[src/rtl/fsl_pkg.sv]
// ----------------------------------------------------------------------------
// Free slot links package
// Constants, codes and controller/datapath interface types shared by the
// free slot list block.
// ----------------------------------------------------------------------------
package fsl_pkg;

    localparam int SLOTS  = 64;
    localparam int SLOT_W = 6;
    localparam int CNT_W  = $clog2(SLOTS + 1);
    localparam int MODE_W = 2;
    localparam int ERR_W  = 2;

    localparam logic [MODE_W-1:0] MODE_PLACE = 2'd0;
    localparam logic [MODE_W-1:0] MODE_UNDO  = 2'd1;
    localparam logic [MODE_W-1:0] MODE_PROBE = 2'd2;

    localparam logic [ERR_W-1:0] ERR_OK     = 2'd0;
    localparam logic [ERR_W-1:0] ERR_RANGE  = 2'd1;
    localparam logic [ERR_W-1:0] ERR_PLACED = 2'd2;
    localparam logic [ERR_W-1:0] ERR_EMPTY  = 2'd3;

    typedef struct packed {
        logic load_in;   // capture the accepted request
        logic rd_input;  // read offsets of the slot on the input port
        logic pop_rd;    // read the top of the placement stack
        logic rd_stack;  // read offsets of the slot popped from the stack
        logic commit;    // write back links and load the result register
    } t_ctl_cmd;

    typedef struct packed {
        logic depth_zero;
    } t_ctl_sts;

endpackage

[src/rtl/fsl_ram.sv]
// ----------------------------------------------------------------------------
// Generic RAM
// One write port and one read port with a registered, enabled read.
// ----------------------------------------------------------------------------
module fsl_ram #(
    parameter int WIDTH = 8,
    parameter int DEPTH = 64
) (
    input  logic                     i_clk,
    input  logic                     i_we,
    input  logic [$clog2(DEPTH)-1:0] i_waddr,
    input  logic [WIDTH-1:0]         i_wdata,
    input  logic                     i_re,
    input  logic [$clog2(DEPTH)-1:0] i_raddr,
    output logic [WIDTH-1:0]         o_rdata
);

    logic [WIDTH-1:0] r_mem [DEPTH];
    logic [WIDTH-1:0] r_rdata;

    always_ff @(posedge i_clk) begin
        if (i_we) begin
            r_mem[i_waddr] <= i_wdata;
        end
        if (i_re) begin
            r_rdata <= r_mem[i_raddr];
        end
    end

    assign o_rdata = r_rdata;

endmodule

[src/rtl/fsl_ctl.sv]
// ----------------------------------------------------------------------------
// Free slot links controller
// Sequences accept, stack pop (undo), offset read and write-back per request.
// ----------------------------------------------------------------------------
module fsl_ctl
    import fsl_pkg::*;
(
    input  logic              i_clk,
    input  logic              i_rst_n,
    input  logic              i_valid,
    output logic              o_ready,
    input  logic [MODE_W-1:0] i_mode,
    output logic              o_valid,
    input  logic              i_ready,
    input  t_ctl_sts          i_sts,
    output t_ctl_cmd          o_cmd
);

    typedef enum logic [1:0] {
        S_IDLE,
        S_POP,
        S_WRITE
    } t_state;

    t_state r_state, n_state;
    logic   r_out_valid, n_out_valid;
    logic   accept;

    assign o_ready = (r_state == S_IDLE);
    assign o_valid = r_out_valid;
    assign accept  = i_valid && o_ready;

    always_comb begin
        n_state     = r_state;
        o_cmd       = '0;
        n_out_valid = r_out_valid && !i_ready;
        case (r_state)
            S_IDLE: begin
                if (accept) begin
                    o_cmd.load_in = 1'b1;
                    if (i_mode == MODE_UNDO && !i_sts.depth_zero) begin
                        o_cmd.pop_rd = 1'b1;
                        n_state      = S_POP;
                    end else begin
                        o_cmd.rd_input = 1'b1;
                        n_state        = S_WRITE;
                    end
                end
            end
            S_POP: begin
                o_cmd.rd_stack = 1'b1;
                n_state        = S_WRITE;
            end
            S_WRITE: begin
                if (!r_out_valid || i_ready) begin
                    o_cmd.commit = 1'b1;
                    n_out_valid  = 1'b1;
                    n_state      = S_IDLE;
                end
            end
            default: begin
                n_state = S_IDLE;
            end
        endcase
    end

    always_ff @(posedge i_clk) begin
        if (!i_rst_n) begin
            r_state     <= S_IDLE;
            r_out_valid <= 1'b0;
        end else begin
            r_state     <= n_state;
            r_out_valid <= n_out_valid;
        end
    end

endmodule

[src/rtl/fsl_dp.sv]
// ----------------------------------------------------------------------------
// Free slot links datapath
// Offset memories with valid flags, placement stack, mask and result register.
// ----------------------------------------------------------------------------
module fsl_dp
    import fsl_pkg::*;
(
    input  logic              i_clk,
    input  logic              i_rst_n,
    input  t_ctl_cmd          i_cmd,
    output t_ctl_sts          o_sts,
    input  logic [MODE_W-1:0] i_mode,
    input  logic [SLOT_W-1:0] i_slot,
    output logic [SLOT_W-1:0] o_touched_slot,
    output logic [CNT_W-1:0]  o_free_count,
    output logic [CNT_W-1:0]  o_first_free,
    output logic [CNT_W-1:0]  o_next_free,
    output logic [ERR_W-1:0]  o_error
);

    localparam logic [CNT_W-1:0] SLOTS_C = CNT_W'(SLOTS);
    localparam logic [CNT_W-1:0] ONE_C   = CNT_W'(1);

    // Request and control state.
    logic [MODE_W-1:0] r_mode;
    logic [SLOT_W-1:0] r_slot;
    logic [CNT_W-1:0]  r_depth;
    logic [SLOTS-1:0]  r_mask;
    logic [SLOTS:0]    r_fwd_vld;
    logic [SLOTS:0]    r_bwd_vld;
    logic              r_fq_vld;
    logic              r_bq_vld;
    logic [CNT_W-1:0]  r_head;

    // Result register.
    logic [SLOT_W-1:0] r_touched;
    logic [CNT_W-1:0]  r_free;
    logic [CNT_W-1:0]  r_first;
    logic [CNT_W-1:0]  r_next;
    logic [ERR_W-1:0]  r_err;

    // Memory ports.
    logic              rd_en;
    logic [SLOT_W-1:0] rd_slot;
    logic [CNT_W-1:0]  fwd_raddr;
    logic [CNT_W-1:0]  bwd_raddr;
    logic [CNT_W-1:0]  fwd_rdata;
    logic [CNT_W-1:0]  bwd_rdata;
    logic              fwd_we;
    logic              bwd_we;
    logic [CNT_W-1:0]  fwd_waddr;
    logic [CNT_W-1:0]  bwd_waddr;
    logic [CNT_W-1:0]  fwd_wdata;
    logic [CNT_W-1:0]  bwd_wdata;
    logic              stk_we;
    logic [SLOT_W-1:0] stk_waddr;
    logic [SLOT_W-1:0] stk_raddr;
    logic [SLOT_W-1:0] stk_rdata;

    // Item evaluation.
    logic              is_undo;
    logic              is_place;
    logic              out_of_range;
    logic [ERR_W-1:0]  err;
    logic              place_ok;
    logic              undo_ok;
    logic [CNT_W-1:0]  slot_x;
    logic [CNT_W-1:0]  nx;
    logic [CNT_W-1:0]  pv;
    logic [CNT_W-1:0]  depth_after;
    logic [CNT_W-1:0]  head_after;
    logic [CNT_W-1:0]  next_free;

    assign o_sts.depth_zero = (r_depth == '0);

    assign rd_en     = i_cmd.rd_input || i_cmd.rd_stack;
    assign rd_slot   = i_cmd.rd_input ? i_slot : stk_rdata;
    assign fwd_raddr = {1'b0, rd_slot} + ONE_C;
    assign bwd_raddr = {1'b0, rd_slot};
    assign stk_raddr = SLOT_W'(r_depth - ONE_C);

    // Entries never written read as an offset of one through their valid flags.
    assign nx = r_fq_vld ? fwd_rdata : ONE_C;
    assign pv = r_bq_vld ? bwd_rdata : ONE_C;

    assign is_undo      = (r_mode == MODE_UNDO);
    assign is_place     = (r_mode == MODE_PLACE);
    assign slot_x       = {1'b0, r_slot};
    assign out_of_range = !is_undo && (slot_x >= SLOTS_C);

    always_comb begin
        if (is_undo) begin
            err = (r_depth == '0) ? ERR_EMPTY : ERR_OK;
        end else if (out_of_range) begin
            err = ERR_RANGE;
        end else if (is_place && r_mask[r_slot]) begin
            err = ERR_PLACED;
        end else begin
            err = ERR_OK;
        end
    end

    assign place_ok = is_place && (err == ERR_OK);
    assign undo_ok  = is_undo && (err == ERR_OK);

    // The neighbours' offsets are known from the slot's own links, so the
    // write-back needs no read of the neighbours.
    assign fwd_we    = i_cmd.commit && (place_ok || undo_ok);
    assign bwd_we    = fwd_we;
    assign fwd_waddr = slot_x + ONE_C - pv;
    assign bwd_waddr = slot_x + nx;
    assign fwd_wdata = place_ok ? pv + nx : pv;
    assign bwd_wdata = place_ok ? pv + nx : nx;

    assign stk_we    = i_cmd.commit && place_ok;
    assign stk_waddr = r_depth[SLOT_W-1:0];

    always_comb begin
        if (place_ok) begin
            depth_after = r_depth + ONE_C;
        end else if (undo_ok) begin
            depth_after = r_depth - ONE_C;
        end else begin
            depth_after = r_depth;
        end
    end

    assign head_after = (fwd_we && fwd_waddr == '0) ? fwd_wdata : r_head;
    assign next_free  = (err == ERR_RANGE || err == ERR_EMPTY) ? SLOTS_C : slot_x + nx;

    always_ff @(posedge i_clk) begin
        if (!i_rst_n) begin
            r_depth   <= '0;
            r_mask    <= '0;
            r_fwd_vld <= '0;
            r_bwd_vld <= '0;
            r_head    <= ONE_C;
        end else if (i_cmd.commit) begin
            r_depth <= depth_after;
            r_head  <= head_after;
            if (fwd_we) begin
                r_fwd_vld[fwd_waddr] <= 1'b1;
                r_bwd_vld[bwd_waddr] <= 1'b1;
                r_mask[r_slot]       <= place_ok;
            end
        end
    end

    always_ff @(posedge i_clk) begin
        if (i_cmd.load_in) begin
            r_mode <= i_mode;
            r_slot <= i_slot;
        end else if (i_cmd.rd_stack) begin
            r_slot <= stk_rdata;
        end
        if (rd_en) begin
            r_fq_vld <= r_fwd_vld[fwd_raddr];
            r_bq_vld <= r_bwd_vld[bwd_raddr];
        end
        if (i_cmd.commit) begin
            r_touched <= (place_ok || undo_ok) ? r_slot : '0;
            r_free    <= SLOTS_C - depth_after;
            r_first   <= head_after - ONE_C;
            r_next    <= next_free;
            r_err     <= err;
        end
    end

    fsl_ram #(
        .WIDTH (CNT_W),
        .DEPTH (SLOTS + 1)
    ) u_fwd_ram (
        .i_clk   (i_clk),
        .i_we    (fwd_we),
        .i_waddr (fwd_waddr),
        .i_wdata (fwd_wdata),
        .i_re    (rd_en),
        .i_raddr (fwd_raddr),
        .o_rdata (fwd_rdata)
    );

    fsl_ram #(
        .WIDTH (CNT_W),
        .DEPTH (SLOTS + 1)
    ) u_bwd_ram (
        .i_clk   (i_clk),
        .i_we    (bwd_we),
        .i_waddr (bwd_waddr),
        .i_wdata (bwd_wdata),
        .i_re    (rd_en),
        .i_raddr (bwd_raddr),
        .o_rdata (bwd_rdata)
    );

    fsl_ram #(
        .WIDTH (SLOT_W),
        .DEPTH (SLOTS)
    ) u_stk_ram (
        .i_clk   (i_clk),
        .i_we    (stk_we),
        .i_waddr (stk_waddr),
        .i_wdata (r_slot),
        .i_re    (i_cmd.pop_rd),
        .i_raddr (stk_raddr),
        .o_rdata (stk_rdata)
    );

    assign o_touched_slot = r_touched;
    assign o_free_count   = r_free;
    assign o_first_free   = r_first;
    assign o_next_free    = r_next;
    assign o_error        = r_err;

endmodule

[src/rtl/free_slot_links_with_undo.sv]
// ----------------------------------------------------------------------------
// Free slot links with undo
// Free slot list held as relative forward and backward offsets, with a
// placement stack so that the latest placement can be taken back.
// ----------------------------------------------------------------------------
// Order: a request is taken only in the idle state; the offset memories are
// read and then the write-back loads the result register. An undo that pops
// the stack reads the stack before the offsets, an undo on an empty stack
// does not. The next request is taken only after the last one is written
// back, as set by the registered read of the offset memories followed by
// their write-back. A result not yet taken holds back the next write-back.
// Reset: synchronous and active low. The offset memories are not swept: a
// flag per entry makes an unwritten entry read as one, so requests are
// taken from the first cycle after reset.
// ----------------------------------------------------------------------------
module free_slot_links_with_undo
    import fsl_pkg::*;
(
    input  logic              i_clk,
    input  logic              i_rst_n,
    // Request channel.
    input  logic              i_valid,
    output logic              o_ready,
    input  logic [MODE_W-1:0] i_mode,
    input  logic [SLOT_W-1:0] i_slot,
    // Result channel.
    output logic              o_valid,
    input  logic              i_ready,
    output logic [SLOT_W-1:0] o_touched_slot,
    output logic [CNT_W-1:0]  o_free_count,
    output logic [CNT_W-1:0]  o_first_free,
    output logic [CNT_W-1:0]  o_next_free,
    output logic [ERR_W-1:0]  o_error
);

    // The controller walks each request through its memory accesses; the
    // datapath holds the lists, the stack and the result register. The
    // result register lets a new request be accepted while the previous
    // result is still waiting to be taken.
    t_ctl_cmd cmd;
    t_ctl_sts sts;

    fsl_ctl u_ctl (
        .i_clk   (i_clk),
        .i_rst_n (i_rst_n),
        .i_valid (i_valid),
        .o_ready (o_ready),
        .i_mode  (i_mode),
        .o_valid (o_valid),
        .i_ready (i_ready),
        .i_sts   (sts),
        .o_cmd   (cmd)
    );

    // Placing a slot unlinks it by writing its two neighbours' offsets; an
    // undo writes them back. The slot keeps its own offsets throughout, so
    // the relinking is exact and the neighbours' values follow from them.
    fsl_dp u_dp (
        .i_clk          (i_clk),
        .i_rst_n        (i_rst_n),
        .i_cmd          (cmd),
        .o_sts          (sts),
        .i_mode         (i_mode),
        .i_slot         (i_slot),
        .o_touched_slot (o_touched_slot),
        .o_free_count   (o_free_count),
        .o_first_free   (o_first_free),
        .o_next_free    (o_next_free),
        .o_error        (o_error)
    );

endmodule

[config.mk]
export PLATFORM = sky130hd
export DESIGN_NAME = free_slot_links_with_undo
export DESIGN_NICKNAME = d
export VERILOG_FILES = /design/src/rtl/fsl_pkg.sv /design/src/rtl/fsl_ram.sv /design/src/rtl/fsl_ctl.sv /design/src/rtl/fsl_dp.sv /design/src/rtl/free_slot_links_with_undo.sv
export SDC_FILE = /design/constraint.sdc
export NUM_CORES = 2
export LEC_CHECK = 0
export BUFFER_PORTS_ARGS = -buffer_cell sky130_fd_sc_hd__buf_2
export CORE_AREA = 2 2 417 419
export DETAILED_ROUTE_END_ITERATION = 7
export DIE_AREA = 0 0 419 421
export GPL_ROUTABILITY_DRIVEN = 1
export PLACE_DENSITY_LB_ADDON = 0.2
export SETUP_SLACK_MARGIN = 0.5
export SYNTH_ARGS = -nofsm -noshare
export SYNTH_HDL_FRONTEND = slang
export SYNTH_SLANG_ARGS = --single-unit
[constraint.sdc]
create_clock -name i_clk -period 15.3 [get_ports i_clk]
set_clock_uncertainty 0.2 [all_clocks]
set_input_delay 1.53 -clock i_clk [delete_from_list [all_inputs] [get_ports i_clk]]
set_output_delay 1.53 -clock i_clk [all_outputs]
set_load 0.02 [all_outputs]
==> impl_results.md <==
* Die area at 176400 sq um
* Post-cts repair resize count at 0
* Synth Area in Simple Gates at 10.02%
* Post-DP HPWL at 98940 microns
* R2R cell count at 16
* Pleak at 0.02305 uW
* Initial core utilization at 36.66%
* Initial antenna violation count at 7
* Crit-path cells: clkinv_1, ha_4, nand2b_1, o311a_4, nor2_4, mux2i_4, buf_12, clkinv_2, ha_4, inv_1, a221oi_2, xnor2_1, nor2_1, a32oi_1, nand4_1, nand3_1
* Vias per cell at 5.387
* Xor and xnor area share after synthesis at 0.6213%
* Synth Flop Type: edfxtp_1
* Area Growth Syn to Fin at 13.16%
* F_max at 146.3 MHz
* Delay-heaviest family, CP: buffers and inverters
* Most frequent cells in the layout: edfxtp_1 (1346), nand2_1 (757), mux4_2 (257), nor2_1 (246), nand3_1 (245)
* Synth unique cells at 73
* Max Slew Vio Count at 0
* Top cells by area, synth: edfxtp_1 (64%), mux4_2 (9.2%), dfxtp_1 (6.6%)
* Syn_nets at 4256
* Status: complete, no violations
* CP arrival at 7300 ps
* Fraction of layout cells with a size suffix above 1 at 15.18%
* Area share of the largest cell type after synthesis at 63.91%
* Crit Path Max Fanout at 121
* 1st-pass router iterations at 5
* GP Congestion at 0.7979
* Core area at 172500 sq um
* FF-to-FF Start: u_dp.r_depth[0]
* Nets@finish at 4283
* Worst R2R End: u_dp.u_fwd_ram.o_rdata[5]
* Crit share post-route at 44.67%
* Vias at 36140
* CP Buf/Inv Count at 4
* Most used cell, CP: ha_4
* Critical Path RT at 15760 ps
* Hold path endpoint: u_dp.r_fwd_vld[62]
* H-tree lvl count at 4
* CP max stage cell: xnor2_1
* Fillcell total at 15620
* CTS tree: yes
* Port bufs at 42
* CP endpoint kind: register
* Maximum vdd ir drop at 121.9 uV
* Utilization after layout at 41.49%
* Setup Viol. Count Final at 0
* Avg Inst Size Synth at 15.00 sq um
* Post-synth EDFFs at 1346
* Die Width at 419 microns
* Routed Antenna Nets at 0
* YS warnings at 0
* Floorplan row count at 153
* Post-synthesis mux area share at 10.43%
* Sequential area share after synthesis at 70.56%
* Critical path type: register to register
* Worst hold stages at 2
* Die H at 421 microns
* Vias in the first global route at 35500
* Cts-stage hold buffer count at 0
* Num CTS Buffers at 168
* Pin count of the biggest net entering global routing at 147
* Yosys top cell by area: edfxtp_1
* Worst-Margin Slew at 1355 ps
* Setup Buffers After CTS at 0
* Mapped Area at 63240 sq um
* # clock sinks at 1556
* DR iter-0 viols at 3608
* Detailed-route wire length per cell at 24.97 microns
* Worst Setup Start Kind: register
* Root buf cell: clkbuf_16
* RSZ-0062 raised after global routing: false
* Clk slew on worst S/H paths at 70 ps
* Grt ovf at 0
* Min-Delay Startpoint: u_dp.r_fwd_vld[62]
* Commonest non-fill, non-tap cell in the layout: edfxtp_1
* Rel. slew slack at 9.042%
* Final hold violations at 0
* Power Dens Cells at 140.7 nW/um^2
* Number of max-cap violations at 0
* First-pass GRT wire length at 247300 microns
* Total wire length at 167500 microns
* Compound-gate portion of the synthesized area at 5.686%
* Hold Path Class: register to register
* Slowest stage delay, CP at 1060 ps
* Clock Latency Late Sink at 810 ps
* Adder-Cell Fraction of Synth Area at 0.5975%
* Largest family of logic cells by synthesized area: multiplexers
* Ys async rst share at 0%
* # DRC at 0
* IO Pins at 43
* Setup_tns at 0 ps
* Maximum clock path buffer count at 3
* Post-synthesis register bit count at 1556
* Total GRT Usage at 18.89%
* Post-Syn Instances at 4215
* R2R setup slack at 8470 ps
* Crit path time final at 6834 ps
==> metrics by stage <==
step	power [uW]	cells	hold slack (ps)	cell area (sq um)	worst slack [ps]
floorplan	5584	4215	219.8	63240	8394
global placement	6055	6397	229.5	65970	8262
detailed placement	6064	6397	241.4	65970	8213
CTS	10170	6707	255.2	71560	8462
global route	10400	6708	272.3	71560	8119
finish	10070	6708	248.3	71560	8466
==> worst register-to-register path, cell delays in order (launching register included) <==
cell and delay [ps]:
dfxtp_4 680, clkinv_1 400, ha_4 290, nand2b_1 260, o311a_4 260, nor2_4 60, mux2i_4 200, buf_12 400
clkinv_2 660, ha_4 370, inv_1 140, a221oi_2 90, xnor2_1 1060, nor2_1 660, a32oi_1 460, nand4_1 300
nand3_1 190
==> registers in the layout, indices dropped and copies added, names as in the netlist, 6 cells and up <==
name and cells:
u_dp.u_fwd_ram.r_mem 455, u_dp.u_fwd_ram.o_rdata 7, u_dp.o_first_free 7, u_dp.r_slot 6, u_dp.o_touched_slot 6, u_dp.u_bwd_ram.r_mem 448, u_dp.r_fwd_vld 65, u_dp.o_free_count 7
u_dp.r_mask 64, u_dp.u_stk_ram.o_rdata 6, u_dp.r_depth 7, u_dp.u_bwd_ram.o_rdata 7, u_dp.r_head 7, u_dp.r_bwd_vld 64, u_dp.u_stk_ram.r_mem 384, u_dp.o_next_free 7
==> cells in the mapped netlist, types with 5 or more instances <==
library cell / instances
mux2i_1: 72
mux2_2: 6
a21o_1: 5
inv_1: 30
nand2b_1: 11
o22ai_1: 5
a31oi_1: 26
nand3_1: 245
and3_1: 70
a221oi_1: 17
edfxtp_1: 1346
a21boi_1: 14
nor2_1: 248
dfxtp_1: 210
a311oi_1: 80
o21ai_1: 8
nor2b_1: 34
nand3b_1: 12
a21boi_0: 13
clkbuf_1: 133
o21ai_0: 131
nand4_1: 14
nor3_1: 19
buf_6: 13
ha_1: 27
buf_1: 25
o21a_1: 68
buf_4: 20
xnor2_1: 29
a21oi_1: 30
a32oi_1: 10
buf_2: 59
o211ai_1: 15
a221o_1: 14
or3_1: 12
xor2_1: 14
and2_1: 17
a211oi_1: 9
o32ai_1: 9
mux4_2: 257
nand2_1: 758
o31ai_1: 27
==> worst max-delay path by stage <==
stage	end	cells after the start	from
3_5_place_dp	u_dp.r_fq_vld	14	i_valid
2_1_floorplan	u_dp.o_first_free[4]	14	u_dp.r_slot[0]
6_report	u_dp.u_fwd_ram.o_rdata[5]	16	u_dp.r_depth[0]
4_1_cts	u_dp.u_fwd_ram.o_rdata[5]	16	u_dp.r_depth[0]
3_3_place_gp	u_dp.r_fq_vld	14	i_valid
5_1_grt	u_dp.u_fwd_ram.o_rdata[5]	16	u_dp.r_depth[0]
==> routing by layer <==
| layer | vias to the layer above | global-route usage, % | share of wire, % |
|---|---|---|---|
| li1 | 16190 | - | - |
| met1 | 18680 | 26.85 | 44 |
| met2 | 1050 | 30.34 | 48 |
| met5 | - | 0 | 0 |
| met3 | 225 | 2.687 | 5.0 |
| met4 | 0 | 5.126 | 2.3 |
==> cell families (layout without fill, tap and decap cells) <==
logic type | Yosys count | count (layout)
buffers and inverters | 284 | 451
AOI/OAI and AO/OA | 507 | 507
DFF | 1556 | 1556
adders and majority gates | 29 | 29
and+or+nand+nor | 1458 | 1458
other | 0 | 1
xor gates and xnor gates | 44 | 44
muxes | 337 | 337
==> power breakdown <==
| group | internal [uW] | switching, uW |
|---|---|---|
| clock network | 2400 | 1710 |
| logic | 315 | 844 |
| registers | 4780 | 18.7 |
| total | 7490 | 2580 |
==> area by class of cell <==
class	count	area [sq um]	share of cell area, %
clock buffer	222	4599	6.427
timing repair buffer	107	742.0	1.037
sequential	1556	44630	62.36
clock inverter	88	985.9	1.378
inverter	34	145.1	0.2028
antenna	1	2.502	0.003497
tap	2325	2909	4.065
multi-input combinational	2375	17550	24.52
No activity file was read; power rests on OpenSTA's default activity.
